<file path="config.mk">
export PLATFORM = sky130hd
export DESIGN_NAME = parallel_flash_program_verify
export DESIGN_NICKNAME = d
export VERILOG_FILES = /design/src/design/pfpv_pkg.sv /design/src/design/pfpv_front.sv /design/src/design/pfpv_queue.sv /design/src/design/pfpv_back.sv /design/src/design/parallel_flash_program_verify.sv
export SDC_FILE = /design/constraint.sdc
export NUM_CORES = 1
export LEC_CHECK = 0
export BUFFER_PORTS_ARGS = -buffer_cell sky130_fd_sc_hd__buf_2
export CORE_MARGIN = 5
export CORE_UTILIZATION = 60
export CTS_BUF_LIST = sky130_fd_sc_hd__clkbuf_16
export CTS_CLUSTER_DIAMETER = 150
export CTS_CLUSTER_SIZE = 24
export DETAILED_ROUTE_END_ITERATION = 8
export GPL_ROUTABILITY_DRIVEN = 0
export PLACE_DENSITY = 0.9
export SLEW_MARGIN = 10
export SYNTH_ARGS = -nofsm -noshare
export SYNTH_HDL_FRONTEND = slang
export SYNTH_HIERARCHICAL = 1
export SYNTH_SLANG_ARGS = --single-unit
</file>
<file path="constraint.sdc">
create_clock -name clock -period 5.38 [get_ports clock]
set_clock_uncertainty 0.15 [all_clocks]
set_input_delay 0 -clock clock [delete_from_list [all_inputs] [get_ports clock]]
set_output_delay 0 -clock clock [all_outputs]
set_load 0.02 [all_outputs]
</file>
<file path="src/design/pfpv_pkg.sv">
// Package for the parallel flash program/verify sequencer.
// Holds the item codes, the job descriptor passed from front to back, and bus constants.
// No dependencies.
package pfpv_pkg;

   // Fixed widths of the item fields.
   localparam int ADDR_W = 19;
   localparam int SIZE_W = 20;
   localparam int BYTE_W = 8;
   // Byte position reaches the size rounded up to a whole chunk (chunk at most 64 KiB).
   localparam int POS_W = 21;

   // Largest image the flash holds.
   localparam logic [31:0] FLASH_BYTES = 32'd524288;

   // Job queue between the front and the back.
   localparam int QUEUE_DEPTH = 4;
   localparam int QPTR_W = $clog2(QUEUE_DEPTH);

   // Unlock sequence written ahead of each page.
   localparam logic [ADDR_W-1:0] UNLOCK_ADDR_1 = 19'h05555;
   localparam logic [ADDR_W-1:0] UNLOCK_ADDR_2 = 19'h02AAA;
   localparam logic [ADDR_W-1:0] UNLOCK_ADDR_3 = 19'h05555;
   localparam logic [BYTE_W-1:0] UNLOCK_DATA_1 = 8'hAA;
   localparam logic [BYTE_W-1:0] UNLOCK_DATA_2 = 8'h55;
   localparam logic [BYTE_W-1:0] UNLOCK_DATA_3 = 8'hA0;

   // Result steps of one job, in emission order.
   localparam int STEP_U1     = 0;
   localparam int STEP_U2     = 1;
   localparam int STEP_U3     = 2;
   localparam int STEP_LOAD   = 3;
   localparam int STEP_COMMIT = 4;
   localparam int STEP_READ   = 5;
   localparam int STEP_RESP   = 6;
   localparam int STEP_ACK    = 7;
   localparam int STEP_DONE   = 8;
   localparam int NUM_STEPS   = 9;

   typedef enum logic [1:0] {
      OP_START_PROGRAM = 2'd0,
      OP_START_VERIFY  = 2'd1,
      OP_DATA          = 2'd2,
      OP_TIMEOUT       = 2'd3
   } op_type;

   typedef enum logic [1:0] {
      MODE_IDLE    = 2'd0,
      MODE_PROGRAM = 2'd1,
      MODE_VERIFY  = 2'd2
   } mode_type;

   typedef enum logic [2:0] {
      KIND_UNLOCK   = 3'd0,
      KIND_LOAD     = 3'd1,
      KIND_COMMIT   = 3'd2,
      KIND_READ     = 3'd3,
      KIND_RESPONSE = 3'd4
   } kind_type;

   typedef enum logic [2:0] {
      RESP_NONE         = 3'd0,
      RESP_OK           = 3'd1,
      RESP_ACK          = 3'd2,
      RESP_DONE         = 3'd3,
      RESP_INVALID_SIZE = 3'd4,
      RESP_TIMEOUT      = 3'd5,
      RESP_MISMATCH     = 3'd6
   } resp_type;

   // Work for the back: which steps to emit and the payload they need.
   typedef struct packed {
      logic [NUM_STEPS-1:0] steps;
      resp_type             resp;
      logic                 owned;
      logic [ADDR_W-1:0]    addr;
      logic [BYTE_W-1:0]    data;
   } job_type;

endpackage

</file>
<file path="src/design/pfpv_front.sv">
// Front of the sequencer: accepts host items, tracks run mode and position, builds jobs.
// Depends on pfpv_pkg.
module pfpv_front
   import pfpv_pkg::*;
#(
   parameter int PAGE_BYTES  = 256,
   parameter int CHUNK_BYTES = 4096
) (
   input  logic              clock,
   input  logic              reset,
   input  logic              accept,
   input  logic [1:0]        operation,
   input  logic [BYTE_W-1:0] host_byte,
   input  logic [BYTE_W-1:0] flash_byte,
   input  logic [SIZE_W-1:0] total_bytes,
   output logic              job_valid,
   output job_type           job
);

   localparam logic [POS_W-1:0] CHUNK_MASK = POS_W'(CHUNK_BYTES - 1);
   localparam logic [POS_W-1:0] PAGE_MASK  = POS_W'(PAGE_BYTES - 1);
   // Bytes of a chunk that fall in whole pages; the rest of a chunk is not written.
   localparam logic [POS_W-1:0] WRITE_SPAN =
      POS_W'((CHUNK_BYTES / PAGE_BYTES) * PAGE_BYTES);

   mode_type          mode_ff, mode_in;
   logic [POS_W-1:0]  pos_ff, pos_in;
   logic [SIZE_W-1:0] total_ff, total_in;
   logic [POS_W-1:0]  end_ff, end_in;

   op_type            op;
   logic              size_bad;
   logic [POS_W-1:0]  pos_next;
   logic              chunk_end;
   logic              run_end;
   logic              write_ok;
   logic              in_range;

   assign op        = op_type'(operation);
   assign size_bad  = (total_bytes == '0) || ({12'd0, total_bytes} > FLASH_BYTES);
   assign pos_next  = pos_ff + POS_W'(1);
   assign chunk_end = (pos_next & CHUNK_MASK) == '0;
   assign run_end   = pos_next >= end_ff;
   assign write_ok  = (pos_ff & CHUNK_MASK) < WRITE_SPAN;
   assign in_range  = pos_ff < POS_W'(total_ff);

   // Classify the item, build its job and the next run state.
   always_comb begin
      job       = '0;
      job.resp  = RESP_NONE;
      job.addr  = pos_ff[ADDR_W-1:0];
      mode_in   = mode_ff;
      pos_in    = pos_ff;
      total_in  = total_ff;
      end_in    = end_ff;
      unique case (op)
         OP_START_PROGRAM, OP_START_VERIFY: begin
            pos_in = '0;
            job.steps[STEP_RESP] = 1'b1;
            job.addr = '0;
            if (size_bad) begin
               mode_in   = MODE_IDLE;
               job.resp  = RESP_INVALID_SIZE;
               job.owned = 1'b0;
            end else begin
               mode_in   = (op == OP_START_PROGRAM) ? MODE_PROGRAM : MODE_VERIFY;
               job.resp  = RESP_OK;
               job.owned = 1'b1;
               total_in  = total_bytes;
               end_in    = (POS_W'(total_bytes) + CHUNK_MASK) & ~CHUNK_MASK;
            end
         end
         OP_TIMEOUT: begin
            if (mode_ff != MODE_IDLE) begin
               mode_in   = MODE_IDLE;
               pos_in    = '0;
               job.steps[STEP_RESP] = 1'b1;
               job.addr  = '0;
               job.resp  = RESP_TIMEOUT;
               job.owned = 1'b0;
            end
         end
         OP_DATA: begin
            unique case (mode_ff)
               MODE_PROGRAM: begin
                  if (write_ok) begin
                     if ((pos_ff & PAGE_MASK) == '0) begin
                        job.steps[STEP_U1] = 1'b1;
                        job.steps[STEP_U2] = 1'b1;
                        job.steps[STEP_U3] = 1'b1;
                     end
                     job.steps[STEP_LOAD] = 1'b1;
                     job.data = host_byte;
                     if ((pos_ff & PAGE_MASK) == PAGE_MASK) begin
                        job.steps[STEP_COMMIT] = 1'b1;
                     end
                  end
                  pos_in = pos_next;
                  job.steps[STEP_ACK] = chunk_end;
                  if (run_end) begin
                     job.steps[STEP_DONE] = 1'b1;
                     mode_in = MODE_IDLE;
                     pos_in  = '0;
                  end
               end
               MODE_VERIFY: begin
                  if (in_range && (flash_byte != host_byte)) begin
                     // First mismatch ends the run and reports its offset.
                     job.steps[STEP_READ] = 1'b1;
                     job.steps[STEP_RESP] = 1'b1;
                     job.resp  = RESP_MISMATCH;
                     job.owned = 1'b0;
                     mode_in   = MODE_IDLE;
                     pos_in    = '0;
                  end else begin
                     job.steps[STEP_READ] = in_range;
                     pos_in = pos_next;
                     job.steps[STEP_ACK] = chunk_end;
                     if (run_end) begin
                        job.steps[STEP_DONE] = 1'b1;
                        mode_in = MODE_IDLE;
                        pos_in  = '0;
                     end
                  end
               end
               default: begin
                  // A byte while idle is dropped.
               end
            endcase
         end
      endcase
   end

   assign job_valid = accept && (job.steps != '0);

   // Run state advances on each accepted item.
   always_ff @(posedge clock) begin
      if (reset) begin
         mode_ff <= MODE_IDLE;
         pos_ff  <= '0;
      end else if (accept) begin
         mode_ff <= mode_in;
         pos_ff  <= pos_in;
      end
   end

   // Run size and chunk-rounded end, sampled at start.
   always_ff @(posedge clock) begin
      if (accept) begin
         total_ff <= total_in;
         end_ff   <= end_in;
      end
   end

endmodule

</file>
<file path="src/design/pfpv_queue.sv">
// Short job queue between the front and the back of the sequencer.
// Depends on pfpv_pkg.
module pfpv_queue
   import pfpv_pkg::*;
(
   input  logic    clock,
   input  logic    reset,
   input  logic    wr_en,
   input  job_type wr_data,
   output logic    full,
   input  logic    rd_en,
   output job_type rd_data,
   output logic    empty
);

   job_type           slot_ff [QUEUE_DEPTH];
   logic [QPTR_W-1:0] wr_ptr_ff, wr_ptr_in;
   logic [QPTR_W-1:0] rd_ptr_ff, rd_ptr_in;
   logic [QPTR_W:0]   count_ff, count_in;
   logic              do_wr, do_rd;

   assign full    = count_ff == (QPTR_W + 1)'(QUEUE_DEPTH);
   assign empty   = count_ff == '0;
   assign do_wr   = wr_en && !full;
   assign do_rd   = rd_en && !empty;
   assign rd_data = slot_ff[rd_ptr_ff];

   // Pointer and occupancy update.
   always_comb begin
      wr_ptr_in = do_wr ? wr_ptr_ff + QPTR_W'(1) : wr_ptr_ff;
      rd_ptr_in = do_rd ? rd_ptr_ff + QPTR_W'(1) : rd_ptr_ff;
      count_in  = count_ff;
      if (do_wr && !do_rd) begin
         count_in = count_ff + (QPTR_W + 1)'(1);
      end else if (do_rd && !do_wr) begin
         count_in = count_ff - (QPTR_W + 1)'(1);
      end
   end

   always_ff @(posedge clock) begin
      if (reset) begin
         wr_ptr_ff <= '0;
         rd_ptr_ff <= '0;
         count_ff  <= '0;
      end else begin
         wr_ptr_ff <= wr_ptr_in;
         rd_ptr_ff <= rd_ptr_in;
         count_ff  <= count_in;
      end
   end

   // Job storage.
   always_ff @(posedge clock) begin
      if (do_wr) begin
         slot_ff[wr_ptr_ff] <= wr_data;
      end
   end

endmodule

</file>
<file path="src/design/pfpv_back.sv">
// Back of the sequencer: expands each job into bus-cycle and response results.
// Depends on pfpv_pkg; fed by pfpv_queue.
module pfpv_back
   import pfpv_pkg::*;
#(
   parameter int PAGE_BYTES = 256
) (
   input  logic              clock,
   input  logic              reset,
   input  job_type           q_data,
   input  logic              q_empty,
   output logic              q_rd,
   input  logic              rsp_pop,
   output logic              rsp_empty,
   output logic [2:0]        rsp_kind,
   output logic [ADDR_W-1:0] rsp_bus_address,
   output logic [BYTE_W-1:0] rsp_bus_data,
   output logic [2:0]        rsp_response,
   output logic              rsp_bus_owned,
   output logic              rsp_last
);

   localparam logic [ADDR_W-1:0] PAGE_MASK = ADDR_W'(PAGE_BYTES - 1);

   logic [NUM_STEPS-1:0] mask_ff, mask_in;
   job_type              job_ff, job_in;
   logic                 out_valid_ff, out_valid_in;
   kind_type             kind_ff, kind_in;
   logic [ADDR_W-1:0]    addr_ff, addr_in;
   logic [BYTE_W-1:0]    data_ff, data_in;
   resp_type             resp_ff, resp_in;
   logic                 owned_ff, owned_in;
   logic                 last_ff, last_in;

   logic                 busy;
   logic                 advance;
   logic [NUM_STEPS-1:0] rest;

   assign busy    = mask_ff != '0;
   assign advance = busy && (!out_valid_ff || rsp_pop);
   assign rest    = mask_ff & (mask_ff - NUM_STEPS'(1));
   assign q_rd    = !q_empty && (!busy || (advance && (rest == '0)));

   // Step mask and current job.
   always_comb begin
      mask_in = mask_ff;
      job_in  = job_ff;
      if (q_rd) begin
         mask_in = q_data.steps;
         job_in  = q_data;
      end else if (advance) begin
         mask_in = rest;
      end
   end

   // Result for the lowest pending step.
   always_comb begin
      kind_in  = KIND_RESPONSE;
      addr_in  = '0;
      data_in  = '0;
      resp_in  = RESP_NONE;
      owned_in = 1'b1;
      priority if (mask_ff[STEP_U1]) begin
         kind_in = KIND_UNLOCK;
         addr_in = UNLOCK_ADDR_1;
         data_in = UNLOCK_DATA_1;
      end else if (mask_ff[STEP_U2]) begin
         kind_in = KIND_UNLOCK;
         addr_in = UNLOCK_ADDR_2;
         data_in = UNLOCK_DATA_2;
      end else if (mask_ff[STEP_U3]) begin
         kind_in = KIND_UNLOCK;
         addr_in = UNLOCK_ADDR_3;
         data_in = UNLOCK_DATA_3;
      end else if (mask_ff[STEP_LOAD]) begin
         kind_in = KIND_LOAD;
         addr_in = job_ff.addr;
         data_in = job_ff.data;
      end else if (mask_ff[STEP_COMMIT]) begin
         kind_in = KIND_COMMIT;
         addr_in = job_ff.addr & ~PAGE_MASK;
      end else if (mask_ff[STEP_READ]) begin
         kind_in = KIND_READ;
         addr_in = job_ff.addr;
      end else if (mask_ff[STEP_RESP]) begin
         addr_in  = job_ff.addr;
         resp_in  = job_ff.resp;
         owned_in = job_ff.owned;
      end else if (mask_ff[STEP_ACK]) begin
         resp_in = RESP_ACK;
      end else begin
         // Done: the bus is released with it.
         resp_in  = RESP_DONE;
         owned_in = 1'b0;
      end
      last_in = rest == '0;
   end

   assign out_valid_in = advance ? 1'b1 : (rsp_pop ? 1'b0 : out_valid_ff);

   always_ff @(posedge clock) begin
      if (reset) begin
         mask_ff      <= '0;
         out_valid_ff <= 1'b0;
      end else begin
         mask_ff      <= mask_in;
         out_valid_ff <= out_valid_in;
      end
   end

   // Job and output payload.
   always_ff @(posedge clock) begin
      job_ff <= job_in;
      if (advance) begin
         kind_ff  <= kind_in;
         addr_ff  <= addr_in;
         data_ff  <= data_in;
         resp_ff  <= resp_in;
         owned_ff <= owned_in;
         last_ff  <= last_in;
      end
   end

   assign rsp_empty       = !out_valid_ff;
   assign rsp_kind        = kind_ff;
   assign rsp_bus_address = addr_ff;
   assign rsp_bus_data    = data_ff;
   assign rsp_response    = resp_ff;
   assign rsp_bus_owned   = owned_ff;
   assign rsp_last        = last_ff;

endmodule

</file>
<file path="src/design/parallel_flash_program_verify.sv">
// Top level of the parallel flash program/verify sequencer and its size register.
// Depends on pfpv_pkg, pfpv_front, pfpv_queue and pfpv_back.
//
//   Channel  Ports                          Handshake
//   req      operation, host/flash byte     push/full, taken at push & !full
//   rsp      kind, address, data, response  empty/pop, taken at pop & !empty
//   csr      psel/penable/pwrite/paddr      APB write on access cycle, pready tied high
//
// The front takes one item per cycle while the four-entry job queue has room.
// The back emits one result per cycle while the result register drains; it emits
// an item's results (one to seven) in order and loads the next job with the last one.
// A full result register stalls the back, a full job queue raises full.
// Reset is synchronous and clears mode, position, queue and the size register.
// PAGE_BYTES and CHUNK_BYTES must be powers of two; the block itself does not check this.
module parallel_flash_program_verify
   import pfpv_pkg::*;
#(
   parameter int PAGE_BYTES  = 256,
   parameter int CHUNK_BYTES = 4096
) (
   input  logic              clock,
   input  logic              reset,
   input  logic              req_push,
   output logic              req_full,
   input  logic [1:0]        req_operation,
   input  logic [BYTE_W-1:0] req_host_byte,
   input  logic [BYTE_W-1:0] req_flash_byte,
   input  logic              rsp_pop,
   output logic              rsp_empty,
   output logic [2:0]        rsp_kind,
   output logic [ADDR_W-1:0] rsp_bus_address,
   output logic [BYTE_W-1:0] rsp_bus_data,
   output logic [2:0]        rsp_response,
   output logic              rsp_bus_owned,
   output logic              rsp_last,
   input  logic              csr_psel,
   input  logic              csr_penable,
   input  logic              csr_pwrite,
   input  logic [2:0]        csr_paddr,
   input  logic [31:0]       csr_pwdata,
   output logic [31:0]       csr_prdata,
   output logic              csr_pready
);

   logic [SIZE_W-1:0] total_bytes_ff, total_bytes_in;
   logic              csr_write;
   logic              accept;
   logic              job_valid;
   job_type           job;
   job_type           q_data;
   logic              q_empty;
   logic              q_rd;

   // Size register; the only register sits at byte address zero, decoded from paddr bit 2 alone.
   assign csr_pready = 1'b1;
   assign csr_write  = csr_psel && csr_penable && csr_pwrite && csr_pready;
   assign total_bytes_in = (csr_write && !csr_paddr[2]) ? csr_pwdata[SIZE_W-1:0]
                                                        : total_bytes_ff;
   assign csr_prdata = csr_paddr[2] ? 32'd0 : {12'd0, total_bytes_ff};

   always_ff @(posedge clock) begin
      if (reset) begin
         total_bytes_ff <= '0;
      end else begin
         total_bytes_ff <= total_bytes_in;
      end
   end

   assign accept = req_push && !req_full;

   pfpv_front #(
      .PAGE_BYTES  (PAGE_BYTES),
      .CHUNK_BYTES (CHUNK_BYTES)
   ) u_front (
      .clock       (clock),
      .reset       (reset),
      .accept      (accept),
      .operation   (req_operation),
      .host_byte   (req_host_byte),
      .flash_byte  (req_flash_byte),
      .total_bytes (total_bytes_ff),
      .job_valid   (job_valid),
      .job         (job)
   );

   pfpv_queue u_queue (
      .clock   (clock),
      .reset   (reset),
      .wr_en   (job_valid),
      .wr_data (job),
      .full    (req_full),
      .rd_en   (q_rd),
      .rd_data (q_data),
      .empty   (q_empty)
   );

   pfpv_back #(
      .PAGE_BYTES (PAGE_BYTES)
   ) u_back (
      .clock           (clock),
      .reset           (reset),
      .q_data          (q_data),
      .q_empty         (q_empty),
      .q_rd            (q_rd),
      .rsp_pop         (rsp_pop),
      .rsp_empty       (rsp_empty),
      .rsp_kind        (rsp_kind),
      .rsp_bus_address (rsp_bus_address),
      .rsp_bus_data    (rsp_bus_data),
      .rsp_response    (rsp_response),
      .rsp_bus_owned   (rsp_bus_owned),
      .rsp_last        (rsp_last)
   );

endmodule

</file>
==> results.md <==
- # setup viols final: 0
- Max Root-Sink Buffers: 3
- Power Total: around 6100 uW
- Post-Layout Inst Area: roughly 0.016 mm2
- Avg Inst Size Synth: 14.0 um2
- Largest net degree at the start of global routing: 59
- N_diodes: 0
- Synth Instances: around 1,000
- Synth Flop Type: edfxtp_1
- Top post-synthesis cells by area: edfxtp_1 54%, dfxtp_1 8.8%, mux4_2 6.4%
- Clock share of power: 0.217
- Post-CTS sizing: 0
- Worst vdd ir: roughly 0.00022 V
- Drt via density: 5.74
- Crit path capture type: flip-flop
- CTS Hold Bufs: 35
- Clk sinks: ~320
- Setup Crit Path Kind: reg2reg
- Antenna violations before repair: 0
- Antenna-violating nets left: 0
- Core Footprint: between 0.02 and 0.025 mm2
- Detailed Route WL: 27,200 um
- DRT iter0 DRCs: roughly 700
- Library cells used by synthesis: 74
- Total global-route track usage: 0.204
- First-pass GRT wire length: about 43,000 um
- Fmax: approximately 0.21 GHz
- Clock root buffer master: clkbuf_16
- Min cycle time layout: around 4.8 ns
- Ratio of cells with drive above 1 in the final layout: 0.169
- Worst Path Required: roughly 5.7 ns
- Flop pwr share: 0.558
- Yosys reg bits: 317
- P_leak: approximately 0.0057 uW
- Ports: 130
- Post-DP HPWL: 17,400 um
- TritonCTS clock tree: built
- Switching share of power: 0.297
- CTS clk-pin slew, worst paths: around 0.09 ns
- Commonest non-fill, non-tap cell in the layout: edfxtp_1
- Synth warn: 6
- Period Utilization, post-route: 0.892
- Setup Fix Bufs, Post-CTS: 0
- Port-buffer cells: 102
- Die height: 163 um
- Largest area contributor in the netlist: edfxtp_1
- Max-cap violations: 0
- Area delta synth->final: 10.3%
- Comb pwr share: 0.225
- Initial Util: 0.605
- Fill cells: between 1,500 and 2,000
- Final Max Slew Viols: 0
- Number of CTS-inserted buffers: 17
- GRT overflow: 0
- Worst-margin pin slew: roughly 1.2 ns
- HP Start: csr_pwdata[8]
- Setup crit start kind: flip-flop
- Total negative slack: 0 ns
- Most frequent cells in the layout: 255 x edfxtp_1, 102 x buf_2, 70 x inv_1
- Critical path startpoint: u_front/pos_ff[0]
- Net Switching: 1820 uW
- DR DRC count: 0
- TritonRoute pass-1 iters: 6
- Min-Delay Path Class: in2reg
- DR vias: about 8,300
- Worst-skew pair later-pin latency: 0.50 ns
- Int Power: about 4300 uW
- H-tree levels: 1
- Reg2reg start: u_front/pos_ff[0]
- Die width: 163 um
- Run status: complete, no violations
- Final Hold Vio Count: 0
- PD cells: slightly below 400 mW/mm2
- Fraction of registers with async set/reset: 0
- Area of placed instances: ~0.015 mm2
- Cell Area, Synth: roughly 0.014 mm2
- Final #Nets: 1,225
- Crit-path max FO: 10
- Sequential cell area fraction in the yosys report: 0.632
- Relative slew slack: 0.227
- Number of enable flip-flop cells after synthesis: between 200 and 300
- Vias in the first global route: around 8,300
- Critical Path AT: a little over 5 ns
- WL/cell: about 19 um
- # rows: 56
- Die area: between 0.02 and 0.03 mm2
- Top-area cell type share of the netlist area: 0.544
- RSZ-0062 raised after global routing: false
## worst max-delay path, cell delays in order (launching register included)
cell      delay, ns
dfxtp_1        0.52
ha_1           0.29
and4_4         0.30
nand2_1        0.13
nor3_1         0.24
xnor2_1        0.15
ha_1           0.32
o21ai_0        0.09
a21oi_1        0.13
nor3_1         0.07
o31a_1         0.35
a21oi_1        0.22
o21a_1         0.15
clkinv_1       0.09
nor2_2         0.24
ha_1           0.23
inv_1          0.06
fa_1           0.38
xor2_1         0.18
or3_1          0.31
a21oi_1        0.14
## final timing paths
path	cells past startpoint	slack, ns	to
setup / recovery	20	0.58	u_queue/count_ff[2]
hold / removal	4	0.15	total_bytes_ff[8]
setup reg to reg	20	0.58	u_queue/count_ff[2]
hold reg to reg	0	0.36	u_front/total_ff[7]
## per-layer routing
metal  global-route usage  share of wire  vias up
met5                    0              0        -
met4               0.0488          0.024        0
met3               0.0275          0.066       45
met2                0.368           0.51      325
met1                0.265           0.40     4052
li1                     -              -     3925
## cell usage after synthesis (8+ instances only)
master,instances
edfxtp_1,255
dfxtp_1,62
inv_1,60
nor2_1,51
nand2b_1,45
mux4_2,40
ha_1,39
a21oi_1,37
and2_1,36
nand2_1,35
nor2b_1,27
nor3_1,24
clkbuf_1,23
mux2i_1,23
xor2_1,20
nand3_1,18
buf_4,17
o21ai_0,16
xnor2_1,16
nor4_1,14
o21bai_1,11
and3_1,9
a21o_1,8
a22o_1,8
buf_2,8
o21ai_1,8
## through the flow
stage | util | hold WS (ns) | instances | setup slack (ns)
final | 0.668 | 0.153 | 1455 | 0.582
after detailed placement | 0.631 | 0.116 | 1390 | 0.671
after global placement | 0.631 | 0.109 | 1390 | 0.864
after CTS | 0.667 | 0.128 | 1455 | 0.625
after global routing | 0.668 | 0.174 | 1455 | 0.213
after floorplan | - | -0.0809 | 1020 | 0.871
## area by class of cell
| class | count | area [um2] | area share |
|---|---|---|---|
| Clock inverter | 13 | 70.1 | 0.00451 |
| Tap cell | 319 | 399 | 0.0257 |
| Clock buffer | 17 | 425 | 0.0274 |
| Sequential cell | 317 | 8900 | 0.573 |
| Timing Repair Buffer | 147 | 948 | 0.0611 |
| Multi-Input combinational cell | 581 | 4560 | 0.293 |
| Inverter | 61 | 229 | 0.0147 |
## state kept, by name (all words and copies together), names as in the netlist, 3 cells and up, named ones only
| register | count |
|---|---|
| u_back/rsp_bus_address | 19 |
| u_queue/count_ff | 3 |
| u_back/rsp_bus_data | 8 |
| total_bytes_ff | 20 |
| u_front/total_ff | 20 |
| u_back/mask_ff | 9 |
| u_front/end_ff | 9 |
| u_queue/slot_ff | 160 |
| u_front/pos_ff | 21 |
| u_back/job_ff | 31 |
| u_back/rsp_kind | 3 |
| u_back/rsp_response | 3 |
## power groups by stage
stage	clock, uW	sequential [uW]	combinational [uW]
2_1_floorplan	0	3550	848
3_3_place_gp	0	3420	1290
3_5_place_dp	0	3460	1330
4_1_cts	1360	3410	1370
5_1_grt	1450	3450	1510
6_report	1330	3410	1380
## kinds of logic after synthesis
| family | share of synthesized area |
|---|---|
| DFF | 0.632 |
| xor gates and xnor gates | 0.0224 |
| other | 0.000533 |
| adders and majority gates | 0.0361 |
| muxes | 0.0803 |
| buffers and inverters | 0.0479 |
| AOI/OAI and AO/OA | 0.0689 |
| and+or+nand+nor | 0.112 |
Note: power is estimated with default switching activity, not from simulation.
